### config.mk
export PLATFORM = sky130hd
export DESIGN_NAME = kts_front
export DESIGN_NICKNAME = d
export VERILOG_FILES = /design/src/design/kts_pkg.sv /design/src/design/kts_front.sv
export SDC_FILE = /design/constraint.sdc
export NUM_CORES = 1
export LEC_CHECK = 0
export ABC_AREA = 1
export ABC_CLOCK_PERIOD_IN_PS = 10330
export BUFFER_PORTS_ARGS = -buffer_cell sky130_fd_sc_hd__buf_4
export CORE_AREA = 2 2 195 197
export CTS_CLUSTER_DIAMETER = 80
export DETAILED_ROUTE_END_ITERATION = 10
export DIE_AREA = 0 0 197 199
export PLACE_DENSITY = 0.57
export SETUP_SLACK_MARGIN = 0.05
export SYNTH_ARGS = -nofsm -noshare
export SYNTH_HDL_FRONTEND = slang
export SYNTH_SLANG_ARGS = --single-unit
### constraint.sdc
create_clock -name aclk -period 10.33 [get_ports aclk]
set_input_delay 0.5165 -clock aclk [delete_from_list [all_inputs] [get_ports aclk]]
set_output_delay 0.5165 -clock aclk [all_outputs]
set_load 0.02 [all_outputs]
### src/design/kts_pkg.sv
package kts_pkg;

    localparam int DEFAULT_KEY_DEPTH = 64;
    localparam int SLOT_LIMIT = 64;
    localparam int QUEUE_DEPTH = 2;

    localparam logic KIND_LOAD  = 1'b0;
    localparam logic KIND_QUERY = 1'b1;

    // register byte addresses
    localparam logic [1:0] ADDR_KEY_COUNT = 2'd0;

    localparam logic [16:0] ONE_WEIGHT = 17'h10000;

    // one classified item between front and back
    typedef struct packed {
        logic        kind;
        logic [5:0]  slot;
        logic [31:0] key_time;
        logic [31:0] value_x;
        logic [31:0] value_y;
        logic [31:0] value_z;
        logic [31:0] query_time;
    } kts_item_t;

    // one result beat
    typedef struct packed {
        logic [31:0] out_x;
        logic [31:0] out_y;
        logic [31:0] out_z;
        logic [5:0]  segment_index;
        logic [16:0] blend_weight;
    } kts_result_t;

endpackage

### src/design/kts_front.sv
module kts_front (
    input  logic              aclk,
    input  logic              aresetn,
    input  logic              s_tvalid,
    output logic              s_tready,
    input  logic              s_tuser,
    input  logic [165:0]      s_tdata,
    output logic              q_valid,
    input  logic              q_ready,
    output kts_pkg::kts_item_t q_item
);
    import kts_pkg::*;

    kts_item_t  buf_reg [QUEUE_DEPTH];
    logic [1:0] count_reg;
    logic       wptr_reg;
    logic       rptr_reg;
    kts_item_t  in_item;
    logic       push;
    logic       pop;

    // unpack the beat into item fields
    always_comb begin
        in_item.kind       = s_tuser;
        in_item.slot       = s_tdata[5:0];
        in_item.key_time   = s_tdata[37:6];
        in_item.value_x    = s_tdata[69:38];
        in_item.value_y    = s_tdata[101:70];
        in_item.value_z    = s_tdata[133:102];
        in_item.query_time = s_tdata[165:134];
    end

    assign s_tready = (count_reg != 2'(QUEUE_DEPTH));
    assign push = s_tvalid && s_tready;
    assign q_valid = (count_reg != 2'd0);
    assign pop = q_valid && q_ready;
    assign q_item = buf_reg[rptr_reg];

    // two-entry queue
    always_ff @(posedge aclk) begin
        if (!aresetn) begin
            count_reg <= 2'd0;
            wptr_reg <= 1'b0;
            rptr_reg <= 1'b0;
        end else begin
            if (push) wptr_reg <= ~wptr_reg;
            if (pop) rptr_reg <= ~rptr_reg;
            count_reg <= count_reg + 2'(push) - 2'(pop);
        end
    end

    always_ff @(posedge aclk) begin
        if (push) buf_reg[wptr_reg] <= in_item;
    end

endmodule

==> impl_metrics.csv <==
group,metric,value,unit
sta,rsz0062_at_grt,"false",
final_layout,fillers,3225,
clocking,clockBufferDepth,3,
final_layout,areaGrowthSynthToFinish,32.5,%
sta,finalClockSkew,6.71,ps
sta,finalWorstPathRequiredPeriod,3980,ps
route,drtPass1Iterations,4,
global_routing,grt_pass1_wl,37.5,mm
place,gp_congestion,0.707,
place,io_buffers,339,
setup_path,required,9810,ps
clocking,cts.reportedPaths.clkPinSlew,60,ps
sta,drv_slew,0,
final_layout,largest_register_ffs,334,
final_layout,layout-drive-gt1-share,59.3,%
sta,fin_setup_tns,0,ps
sta,period_share,38.5,%
clocking,cts_hold_buf,0,
clocking,cts.sinks,339,
synth,ys_warn_count,0,
sta,hold_viol,0,
route,met3_length,2.10,mm
floorplanning,pin_count,340,
global_routing,grt.overflow.total,0,
synth,synthCells,556,
final_layout,antenna_cells,0,
sta,worst_pin_slew,998,ps
clocking,post_cts_resize_count,0,
synth,ys_seq_area_share,78.9,%
worst_hold_path,hold_class,"input pin to flip-flop",
power_and_ir_drop,clock_power_share,29.4,%
clocking,cts_tree,"done",
synth,synth.avg_cell_area,23.1,um2
clocking,post_cts.repair.setup_buffers,0,
floorplanning,core_area,37100,um2
route,wl_per_cell,18.5,um
power_and_ir_drop,leakage,6.55,nW
route,vias,6259,
power_and_ir_drop,pwr-share-comb,28.3,%
synth,synth_fp_nets,729,
synth,ys_types,12,
sta,finalSetupViolCount,0,
route,via_per_inst,4.40,
global_routing,grt_usage,12.8,%
place,place_hpwl,17.6,mm
route,drc,0,
setup_path,crit_type,"flip-flop to output port",
setup_path,rrSetupSlack,7750,ps
route,met1_length,10.5,mm
power_and_ir_drop,p_seq_share,42.3,%
route,route.antenna.remaining_nets,0,
floorplanning,rows,71,
route,highest_layer,"met4",
synth,synth_seq_cells,339,
power_and_ir_drop,internal-power,3.08,mW
floorplanning,start_util,34.6,%
setup_path,endpoint_kind,"output port",
route,wl,26.3,mm
outcome,outcome,"finished, final reports clean",
floorplanning,fp.dieArea,39200,um2
floorplanning,fp.dieH,199,um
route,drt_iter0_markers,253,
global_routing,antenna_found_initial,0,
power_and_ir_drop,ir_worst_vdd,0.139,mV
synth,syn_area,12800,um2
sta,fmax,0.251,GHz
route,routed-wl-met2,13.1,mm
clocking,htree_num_levels,2,
clocking,root_buffer,"clkbuf_16",
setup_path,arrival,3460,ps
power_and_ir_drop,p_sw,1.20,mW
power_and_ir_drop,swShare,28.0,%
power_and_ir_drop,p_per_area,252,nW/um2
global_routing,grt_pass1_vias,6451,
clocking,clock_insertion_delay_worst_skew,520,ps
final_layout,fin_util,45.8,%
global_routing,grt_max_degree,71,
sta,relSlewSlack,33.5,%
clocking,numCtsBuffers,37,
final_layout,final_net_count,1096,
run,cap_violations,0,
setup_path,path_max_fanout,46,
setup_path,critPathLaunchType,"flip-flop",
floorplanning,die_w,197,um
-- power by group through the flow --
stage                     registers [mW]  clock network, mW  logic, mW
after detailed placement            1.85                  0       1.24
after global placement              1.84                  0       1.23
final                               1.81               1.26       1.21
after global routing                1.83               1.35       1.29
after floorplan                     1.85                  0      0.810
after CTS                           1.82               1.30       1.24
-- cells by family after synthesis --
| kind of cell | share of synthesized area (%) |
|---|---|
| flip-flops | 78.9 |
| multiplexers | 18.5 |
| buffers and inverters | 1.73 |
| AND/OR/NAND/NOR | 0.614 |
| AO/OA/AOI/OAI | 0.0780 |
| adder cells (fa/ha/maj) | 0.195 |
-- per-stage QoR --
step | power [mW] | instances | hold slack (ps) | worst slack, ps | area, um2
floorplan | 2.66 | 556 | 467 | 2000 | 12800
global placement | 3.07 | 1358 | 484 | 6840 | 15900
detailed placement | 3.08 | 1358 | 488 | 6800 | 15900
CTS | 4.36 | 1423 | 131 | 6230 | 17000
global route | 4.47 | 1423 | 143 | 6150 | 17000
finish | 4.29 | 1423 | 174 | 6350 | 17000
-- worst paths after layout --
path	start	to	cells past startpoint
worst max-delay path	flip-flop	q_item[49]	4
worst min-delay path	s_tdata[69]	buf_reg[1][127]	1
worst max register to register	count_reg[0]	buf_reg[0][159]	6
worst min register to register	rptr_reg	rptr_reg	2
-- synth_stat cells --
library cell    n  area, um2
ha_1            2       25.0
inv_1           7       26.3
buf_6          16        180
mux2_4        130       1950
nand2_1         9       33.8
nor2_1          8       30.0
mux2_2         37        417
dfxtp_1         5        100
nand3_1         3       15.0
edfxtp_1      334      10000
a21oi_1         2       10.0
buf_2           3       15.0
-- routing by layer --
layer  vias up  track usage (%)
met5         -                0
met4         0             5.15
met3        42             4.59
met2       210             21.6
met1      3081             15.0
li1       2926                -
-- placed cells by master, fill, tap and decap left out, drive strengths merged --
cell type | synthesis | layout
a21oi | 2 | 2
nand2 | 9 | 9
ha | 2 | 2
mux2 | 167 | 167
dfxtp | 5 | 5
nor2 | 8 | 8
edfxtp | 334 | 334
clkinv | 0 | 13
clkbuf | 0 | 48
bufinv | 0 | 4
inv | 7 | 7
buf | 19 | 347
nand3 | 3 | 3
-- final cells by class --
class	instances	area, um2	share of cell area (%)
well taps	474	593	3.49
flip-flops and latches	339	10100	59.6
clock buffers	48	967	5.69
clock inverters	17	179	1.05
multi-input cells	191	2490	14.6
inverters	7	31.3	0.184
repair buffers	347	2610	15.3
-- critical path, stage by stage (launching register included) --
cell	delay, ps
dfxtp_4	850
buf_4	820
buf_4	670
mux2_4	360
buf_4	160
No activity file was read; power rests on OpenSTA's default activity.
